--- src/rtl/core/clsr_pkg.sv ---
// ----------------------------------------------------------------------------
// clsr_pkg: shared constants and types for the combined LCG shuffle generator
// Holds the generator moduli and multipliers, and the command and status
// groups that pass between the controller and the datapath.
// ----------------------------------------------------------------------------
package clsr_pkg;

  // Default shuffle table depth
  localparam int unsigned TABLE_DEPTH_DEF = 32;

  // Generator moduli and multipliers
  localparam logic [31:0] MOD_ONE = 32'd2147483563;
  localparam logic [31:0] MOD_TWO = 32'd2147483399;
  localparam logic [15:0] MUL_ONE = 16'd40014;
  localparam logic [15:0] MUL_TWO = 16'd40692;

  // 2^31 mod each modulus, used to fold the high product bits back in
  localparam logic [7:0] FOLD_ONE = 8'd85;
  localparam logic [7:0] FOLD_TWO = 8'd249;

  // Output range top and reset seed of the second generator
  localparam logic [31:0] WRAP_TOP = 32'd2147483562;
  localparam logic [31:0] SEED_TWO = 32'd123456789;

  // Warm-up steps beyond the table depth
  localparam int unsigned WARM_EXTRA = 8;

  // Fixed-point shift of the slot reciprocal
  localparam int unsigned RECIP_SHIFT = 40;

  // Controller to datapath commands
  typedef struct packed {
    logic load_seed;  // load both generators from the seed magnitude
    logic mul;        // form generator and slot products
    logic fold;       // first modular fold, slot product correction
    logic fin_warm;   // finish a warm-up step, fill the table
    logic fin_draw;   // finish both generators, read the chosen slot
    logic out_load;   // write back the slot and load the output beat
  } cmd_t;

  // Datapath to controller status
  typedef struct packed {
    logic warm_last;  // current warm-up step is the final one
    logic out_free;   // output register can take a beat this cycle
  } sts_t;

endpackage

--- src/rtl/core/clsr_ctrl.sv ---
// ----------------------------------------------------------------------------
// clsr_ctrl: sequencer for seeding and drawing
// Steps the datapath through the warm-up loop after a seed request and
// through the four phases of a draw, and owns the input handshake.
// ----------------------------------------------------------------------------
module clsr_ctrl (
  input  logic           clk,
  input  logic           rst,
  input  logic           s_tvalid,
  output logic           s_tready,
  input  logic           kind,
  input  clsr_pkg::sts_t sts,
  output clsr_pkg::cmd_t cmd
);

  typedef enum logic [2:0] {
    IDLE,
    W_MUL,
    W_FOLD,
    W_FIN,
    D_MUL,
    D_FOLD,
    D_FIN,
    D_OUT
  } state_t;

  state_t state;
  state_t state_next;
  logic   accept;

  // Take a new beat when idle or while the last draw retires
  assign s_tready = (state == IDLE) || ((state == D_OUT) && sts.out_free);
  assign accept   = s_tvalid && s_tready;

  // Decode commands from the current phase
  always_comb begin
    cmd           = '0;
    cmd.load_seed = accept && kind;
    case (state)
      W_MUL, D_MUL:   cmd.mul      = 1'b1;
      W_FOLD, D_FOLD: cmd.fold     = 1'b1;
      W_FIN:          cmd.fin_warm = 1'b1;
      D_FIN:          cmd.fin_draw = 1'b1;
      D_OUT:          cmd.out_load = sts.out_free;
      default:        cmd.mul      = 1'b0;
    endcase
  end

  // Next phase
  always_comb begin
    state_next = state;
    case (state)
      IDLE: begin
        if (accept) state_next = kind ? W_MUL : D_MUL;
      end
      W_MUL:  state_next = W_FOLD;
      W_FOLD: state_next = W_FIN;
      W_FIN:  state_next = sts.warm_last ? D_MUL : W_MUL;
      D_MUL:  state_next = D_FOLD;
      D_FOLD: state_next = D_FIN;
      D_FIN:  state_next = D_OUT;
      D_OUT: begin
        if (accept) begin
          state_next = kind ? W_MUL : D_MUL;
        end else if (sts.out_free) begin
          state_next = IDLE;
        end
      end
      default: state_next = IDLE;
    endcase
  end

  // Hold state
  always_ff @(posedge clk) begin
    if (rst) begin
      state <= IDLE;
    end else begin
      state <= state_next;
    end
  end

endmodule

--- src/rtl/core/clsr_datapath.sv ---
// ----------------------------------------------------------------------------
// clsr_datapath: generators, shuffle table and output register
// Multiplies each generator by its constant, reduces the product in two
// folds, picks a table slot from the previous output by reciprocal
// multiplication, and forms the wrapped difference.
// ----------------------------------------------------------------------------
module clsr_datapath #(
  parameter int unsigned TABLE_DEPTH = clsr_pkg::TABLE_DEPTH_DEF
) (
  input  logic           clk,
  input  logic           rst,
  input  clsr_pkg::cmd_t cmd,
  input  logic [31:0]    seed,
  output clsr_pkg::sts_t sts,
  output logic           out_valid,
  input  logic           out_ready,
  output logic [30:0]    out_data
);

  localparam int unsigned IDXW     = $clog2(TABLE_DEPTH);
  localparam int unsigned QW       = $clog2(TABLE_DEPTH + 1);
  localparam int unsigned CW       = $clog2(TABLE_DEPTH + clsr_pkg::WARM_EXTRA);
  localparam logic [31:0] SLOT_DIV = 32'(1 + (clsr_pkg::WRAP_TOP - 1) / TABLE_DEPTH);
  localparam logic [63:0] RECIP_FULL = (64'd1 << clsr_pkg::RECIP_SHIFT) / SLOT_DIV;
  localparam int unsigned RW       = $clog2(RECIP_FULL + 1);
  localparam int unsigned PW       = 31 + RW;
  localparam logic [RW-1:0] RECIP  = RECIP_FULL[RW-1:0];
  localparam logic [CW-1:0] WARM_TOP = CW'(TABLE_DEPTH + clsr_pkg::WARM_EXTRA - 1);
  localparam logic [CW-1:0] DEPTH_C  = CW'(TABLE_DEPTH);
  localparam logic [QW-1:0] SLOT_MAX = QW'(TABLE_DEPTH - 1);

  // Fold the bits above 2^31 back in: 2^31 is congruent to c
  function automatic logic [31:0] mod_fold(input logic [47:0] p, input logic [7:0] c);
    logic [31:0] hi_part;
    hi_part = 32'(p[47:31]) * 32'(c);
    return {1'b0, p[30:0]} + hi_part;
  endfunction

  // Second fold and final conditional subtract
  function automatic logic [30:0] mod_final(input logic [31:0] y, input logic [7:0] c,
                                            input logic [31:0] m);
    logic [31:0] z;
    z = {1'b0, y[30:0]} + (y[31] ? 32'(c) : 32'd0);
    if (z >= m) z = z - m;
    return z[30:0];
  endfunction

  logic [31:0]          gen1;
  logic [31:0]          gen2;
  logic [30:0]          last_out;
  logic [47:0]          prod1;
  logic [47:0]          prod2;
  logic [PW-1:0]        prod_r;
  logic [31:0]          fold1;
  logic [31:0]          fold2;
  logic [QW-1:0]        q0;
  logic [30:0]          qd;
  logic [CW-1:0]        warm_cnt;
  logic [IDXW-1:0]      slot;
  logic [30:0]          rdata;
  logic                 rvld;
  logic [TABLE_DEPTH-1:0] vld;
  logic [30:0]          mem [TABLE_DEPTH];

  logic [31:0]          magnitude;
  logic [30:0]          gen1_fin;
  logic [30:0]          gen2_fin;
  logic [30:0]          rem;
  logic [QW-1:0]        q_fix;
  logic [IDXW-1:0]      slot_fix;
  logic [32:0]          diff;
  logic [32:0]          diff_wrap;
  logic [30:0]          result;
  logic                 warm_we;
  logic                 we;
  logic [IDXW-1:0]      waddr;
  logic [30:0]          wdata;

  // Seed magnitude, zero taken as one
  always_comb begin
    magnitude = seed[31] ? (~seed + 32'd1) : seed;
    if (magnitude == 32'd0) magnitude = 32'd1;
  end

  // Finished generator values
  assign gen1_fin = mod_final(fold1, clsr_pkg::FOLD_ONE, clsr_pkg::MOD_ONE);
  assign gen2_fin = mod_final(fold2, clsr_pkg::FOLD_TWO, clsr_pkg::MOD_TWO);

  // Correct the reciprocal quotient by one and saturate to the last slot
  always_comb begin
    rem   = last_out - qd;
    q_fix = q0 + ((32'(rem) >= SLOT_DIV) ? QW'(1) : QW'(0));
    if (q_fix > SLOT_MAX) begin
      slot_fix = SLOT_MAX[IDXW-1:0];
    end else begin
      slot_fix = q_fix[IDXW-1:0];
    end
  end

  // Wrapped difference of the old slot and the second generator
  always_comb begin
    diff      = {2'b00, (rvld ? rdata : 31'd0)} - {1'b0, gen2};
    diff_wrap = diff;
    if (diff[32] || (diff == 33'd0)) diff_wrap = diff + {1'b0, clsr_pkg::WRAP_TOP};
    result    = diff_wrap[30:0];
  end

  // Table write port: warm-up fill or draw write-back
  assign warm_we = cmd.fin_warm && (warm_cnt < DEPTH_C);
  assign we      = warm_we || cmd.out_load;
  assign waddr   = cmd.out_load ? slot : warm_cnt[IDXW-1:0];
  assign wdata   = cmd.out_load ? gen1[30:0] : gen1_fin;

  assign sts.warm_last = (warm_cnt == '0);
  assign sts.out_free  = !out_valid || out_ready;

  // Generators, products and slot arithmetic
  always_ff @(posedge clk) begin
    if (rst) begin
      gen1     <= 32'd1;
      gen2     <= clsr_pkg::SEED_TWO;
      last_out <= '0;
      warm_cnt <= '0;
    end else begin
      if (cmd.load_seed) begin
        gen1     <= magnitude;
        gen2     <= magnitude;
        warm_cnt <= WARM_TOP;
      end
      if (cmd.fin_warm) begin
        gen1 <= {1'b0, gen1_fin};
        if (warm_cnt == '0) begin
          last_out <= gen1_fin;
        end else begin
          warm_cnt <= warm_cnt - CW'(1);
        end
      end
      if (cmd.fin_draw) begin
        gen1 <= {1'b0, gen1_fin};
        gen2 <= {1'b0, gen2_fin};
      end
      if (cmd.out_load) last_out <= result;
    end
  end

  // Pipeline payload registers
  always_ff @(posedge clk) begin
    if (cmd.mul) begin
      prod1  <= 48'(clsr_pkg::MUL_ONE) * 48'(gen1);
      prod2  <= 48'(clsr_pkg::MUL_TWO) * 48'(gen2);
      prod_r <= PW'(last_out) * PW'(RECIP);
    end
    if (cmd.fold) begin
      fold1 <= mod_fold(prod1, clsr_pkg::FOLD_ONE);
      fold2 <= mod_fold(prod2, clsr_pkg::FOLD_TWO);
      q0    <= QW'(prod_r >> clsr_pkg::RECIP_SHIFT);
      qd    <= 31'(32'(QW'(prod_r >> clsr_pkg::RECIP_SHIFT)) * SLOT_DIV);
    end
    if (cmd.fin_draw) slot <= slot_fix;
  end

  // Shuffle table memory
  always_ff @(posedge clk) begin
    if (we) mem[waddr] <= wdata;
    if (cmd.fin_draw) begin
      rdata <= mem[slot_fix];
      rvld  <= vld[slot_fix];
    end
  end

  // Written-entry marks; unwritten entries read as zero
  always_ff @(posedge clk) begin
    if (rst) begin
      vld <= '0;
    end else if (we) begin
      vld[waddr] <= 1'b1;
    end
  end

  // Output register
  always_ff @(posedge clk) begin
    if (rst) begin
      out_valid <= 1'b0;
    end else if (cmd.out_load) begin
      out_valid <= 1'b1;
    end else if (out_ready) begin
      out_valid <= 1'b0;
    end
  end

  always_ff @(posedge clk) begin
    if (cmd.out_load) out_data <= result;
  end

endmodule

--- src/rtl/core/combined_lcg_shuffle_rng.sv ---
// ----------------------------------------------------------------------------
// combined_lcg_shuffle_rng: two-generator LCG with shuffle table
// Uniform integer generator in 1..2147483562 from two combined
// multiplicative congruential generators and a shuffle table.
//
//   Channel  Direction  Signals                      Contents
//   s_       in         tvalid tready tdata tuser    seed_value, kind
//   m_       out        tvalid tready tdata          deviate
//
// A draw steps through multiply, first fold, final reduce with table
// read, write-back with output load; the next beat is taken in the last one.
// A seed request adds TABLE_DEPTH+8 warm-up steps, each a multiply, fold
// and final reduce on the single shared reduction chain.
// After reset the table reads as zeros; no clearing pass is needed.
// A stalled output holds the draw in its last phase; the input waits.
// ----------------------------------------------------------------------------
module combined_lcg_shuffle_rng #(
  parameter int unsigned TABLE_DEPTH = clsr_pkg::TABLE_DEPTH_DEF
) (
  input  logic        clk,
  input  logic        rst,
  input  logic        s_tvalid,
  output logic        s_tready,
  input  logic [31:0] s_tdata,   // [31:0] seed_value
  input  logic        s_tuser,   // [0] kind
  output logic        m_tvalid,
  input  logic        m_tready,
  output logic [31:0] m_tdata    // [30:0] deviate, [31] zero
);

  clsr_pkg::cmd_t cmd;
  clsr_pkg::sts_t sts;
  logic [30:0]    deviate;

  // Sequencer
  clsr_ctrl u_ctrl (
    .clk      (clk),
    .rst      (rst),
    .s_tvalid (s_tvalid),
    .s_tready (s_tready),
    .kind     (s_tuser),
    .sts      (sts),
    .cmd      (cmd)
  );

  // Arithmetic and table
  clsr_datapath #(
    .TABLE_DEPTH (TABLE_DEPTH)
  ) u_datapath (
    .clk       (clk),
    .rst       (rst),
    .cmd       (cmd),
    .seed      (s_tdata),
    .sts       (sts),
    .out_valid (m_tvalid),
    .out_ready (m_tready),
    .out_data  (deviate)
  );

  assign m_tdata = {1'b0, deviate};

endmodule
--- config.mk ---
export PLATFORM = sky130hd
export DESIGN_NAME = combined_lcg_shuffle_rng
export DESIGN_NICKNAME = d
export VERILOG_FILES = /design/src/rtl/core/clsr_pkg.sv /design/src/rtl/core/clsr_ctrl.sv /design/src/rtl/core/clsr_datapath.sv /design/src/rtl/core/combined_lcg_shuffle_rng.sv
export SDC_FILE = /design/constraint.sdc
export NUM_CORES = 2
export LEC_CHECK = 0
export ABC_AREA = 1
export BUFFER_PORTS_ARGS = -buffer_cell sky130_fd_sc_hd__buf_2
export CAP_MARGIN = 20
export CORE_MARGIN = 4
export CORE_UTILIZATION = 55
export DETAILED_ROUTE_END_ITERATION = 8
export PLACE_DENSITY_LB_ADDON = 0.2
export SETUP_SLACK_MARGIN = 0.05
export SLEW_MARGIN = 10
export SYNTH_ARGS = -nofsm -noshare
export SYNTH_HDL_FRONTEND = slang
export SYNTH_SLANG_ARGS = --single-unit
export TNS_END_PERCENT = 100
--- constraint.sdc ---
create_clock -name clk -period 6.4 [get_ports clk]
set_input_delay 1.28 -clock clk [delete_from_list [all_inputs] [get_ports clk]]
set_output_delay 1.28 -clock clk [all_outputs]
set_load 0.05 [all_outputs]
==> impl_metrics.yaml <==
die:
  chipHeight_microns: 404
  fp.coreArea_sq_um: 156000
  dieWidth_microns: 404
  start_util: 0.553
  dieArea_sq_um: 163000
  io_pins: 71
  rows: 145
layout:
  seqCellArea_sq_um: 40400
  area_growth_pct: 10.5
  design_area_sq_um: 95400
  layout_commonest_cell: "inv_1"
  multi_input_area_sq_um: 40300
  nNetsFinal: 9907
  fillers: 13000
  drive_above_1_share: 0.0722
  final_cell_mix: "inv_1 (1296), edfxtp_1 (1254), nand2_1 (1235)"
logic_synthesis:
  syn_area_per_cell_sq_um: 9.93
  synthArstFlopShare: 0
  synthesis.area_sq_um: 86400
  synth-adder-area-share: 0.194
  synth_nets: 9783
  ys.flop_type: "edfxtp_1"
  ys_ff_latch: 1390
  yosysTopAreaCellShare: 0.436
  synth_top_family_by_area: "adder cells"
  yosys.area_share.simple: 0.128
  synth-edff-count: 1254
  syn_inst: 8695
  synth.area.top_cells: "edfxtp_1 (44%), fa_1 (11%), ha_1 (8.2%)"
  ys_types: 68
  yosysSeqAreaShare: 0.467
  synth_warnings: 0
  synthMuxAreaShare: 0.000116
  synth-xor-area-share: 0.0250
  synth_compound_area_frac: 0.114
  synth_top_area_cell: "edfxtp_1"
clock_tree:
  cts_tree: "yes"
  clk_pin_slew_worst_paths_ns: 0.06
  cts_buffer_depth: 3
  root_buffer: "clkbuf_16"
  post_cts_buffers: 0
  clock_sinks: 1390
  cts_buffers: 148
  htreeDepth: 4
  cts_hold_buffers: 0
  clkLatencyLatePin_ns: 0.82
routing:
  postRouteAntennaNets: 0
  wl_per_cell_microns: 23.8
  drt-met1-wl_mm: 105
  route.met2.wl_mm: 124
  vias: 63900
  topRoutingLayerUsed: "met5"
  first_pass_iters: 6
  drt_wl_total_mm: 262
  drtIter0Drc: 7051
  met3_length_mm: 22.0
  post_drt_via_cell_ratio: 5.81
  drc_errors: 0
worst_setup_path:
  cp-start-kind: "register"
  ff2ff_setup_slack_ns: 0.40
  critPathArrivalTime_ns: 6.56
  required_ns: 6.96
  startpoint: "u_datapath.gen2[9]"
  crit_path_end_kind: "register"
  crit_type: "register to register"
  timing.rr.start: "u_datapath.gen2[9]"
  crit_fanout: 8
placement:
  placed_area_sq_um: 90300
  io_buffers: 69
  dpl.hpwl_mm: 190
  gp_congestion: 0.946
global_routing:
  grt_max_degree: 93
  first_global_vias: 62600
  grt_antenna_before_repair: 6
  grt.total_usage: 0.319
  grt_overflow_total: 0
  grt_pass1_wl_mm: 391
timing:
  setup_viol: 0
  hold_viol_final: 0
  clock.fmax_ghz: 0.167
  finalCritPeriodShare: 0.937
  finClkSkew_ns: 0.0656
  worst_pin_slew_ns: 1.17
  final_max_slew_viol_count: 0
  tns_ns: 0
  rsz0062_at_grt: "false"
  min_period_ns: 6.00
  hold_ws_ns: 0.469
  relSlewSlack: 0.216
run:
  maxCapViolations: 0
worst_hold_path:
  hold_start: "u_datapath.vld[14]"
  hp-class: "register to register"
run_status:
  run_status: "completed"
==> cell usage after synthesis, drive strengths merged (2+ instances only) <==
cell type,instances
a31oi,48
a21o,16
o22ai,131
buf,41
o22a,66
o21ai,840
inv,1308
nor4,8
a2111oi,3
o21a,18
nand3b,20
o211ai,73
o21bai,25
o221a,2
or2,3
fa,485
nor3b,3
o31ai,7
a21oi,390
nand4,68
clkbuf,246
ha,566
xnor2,92
and2,10
xor2,153
a211oi,9
nand2,1270
a221oi,3
o2111ai,3
edfxtp,1254
clkinv,4
dfxtp,136
nor2,1001
and3,3
a21boi,7
nor3,67
nand3,237
a31o,2
o221ai,71
==> state kept, by name (all words and copies together) (netlist names), 31 cells and up <==
name and cells:
u_datapath.prod2 46, u_datapath.vld 32, u_datapath.rdata 31, u_datapath.out_data 31
u_datapath.mem 992, u_datapath.fold1 32, u_datapath.gen1 32, u_datapath.prod1 47
u_datapath.fold2 32, u_datapath.gen2 32
==> critical path, stage by stage (launching register included) <==
cell	delay (ns)
dfxtp_1	0.60
fa_1	0.52
ha_1	0.33
inv_1	0.07
fa_1	0.50
inv_1	0.05
fa_1	0.47
fa_1	0.57
inv_1	0.06
fa_1	0.50
inv_1	0.05
ha_1	0.35
a21oi_1	0.21
nor2_1	0.06
nor2_1	0.12
inv_1	0.07
a21oi_1	0.15
o21ai_0	0.09
a21oi_1	0.28
inv_1	0.10
a21boi_0	0.27
nor3_1	0.08
nor3_1	0.18
xnor2_1	0.09
==> cell type report <==
class,instances,area share
Clock buffer,183,0.0412
Timing Repair Buffer,261,0.0248
Sequential cell,1390,0.423
Antenna cell,1,0.0000262
Tap cell,2058,0.0270
Clock inverter,85,0.00986
Multi-Input combinational cell,5706,0.422
Inverter,1312,0.0517
==> kinds of logic (layout without fill, tap and decap cells) <==
logic type,count (synthesis),after routing
AOI/OAI and AO/OA,1717,1717
xor gates and xnor gates,245,245
adders and majority gates,1051,1051
buffers and inverters,1599,1841
DFF,1390,1390
muxes,1,1
other,1,2
and+or+nand+nor,2691,2691
==> metal layers <==
metal	vias up	GRT usage
li1	29600	-
met1	31100	0.423
met2	2668	0.527
met3	563	0.0571
met4	8	0.119
met5	-	0
==> metrics by stage <==
stage	setup WS, ns	instances	util
6_report	0.405	11000	0.611
5_1_grt	0.0666	11000	0.611
4_1_cts	0.369	11000	0.609
3_5_place_dp	0.367	10700	0.578
3_3_place_gp	0.396	10700	0.578
2_1_floorplan	0.869	8695	-
==> final timing paths <==
kind / to / cells after the start
max: u_datapath.prod2[42] / 23
min: u_datapath.vld[14] / 2
max reg2reg: u_datapath.prod2[42] / 23
min reg2reg: u_datapath.vld[14] / 2
==> what timing repair did <==
item / 4_1_cts / 5_1_grt
setup endpoints to repair: 0 / 3
gates resized for setup: 0 / 2
hold endpoints to repair: 0 / 0
Power is left out: the tool's default activity adds up to more than one toggle a clock period on the data nets, which glitch-free logic cannot reach.
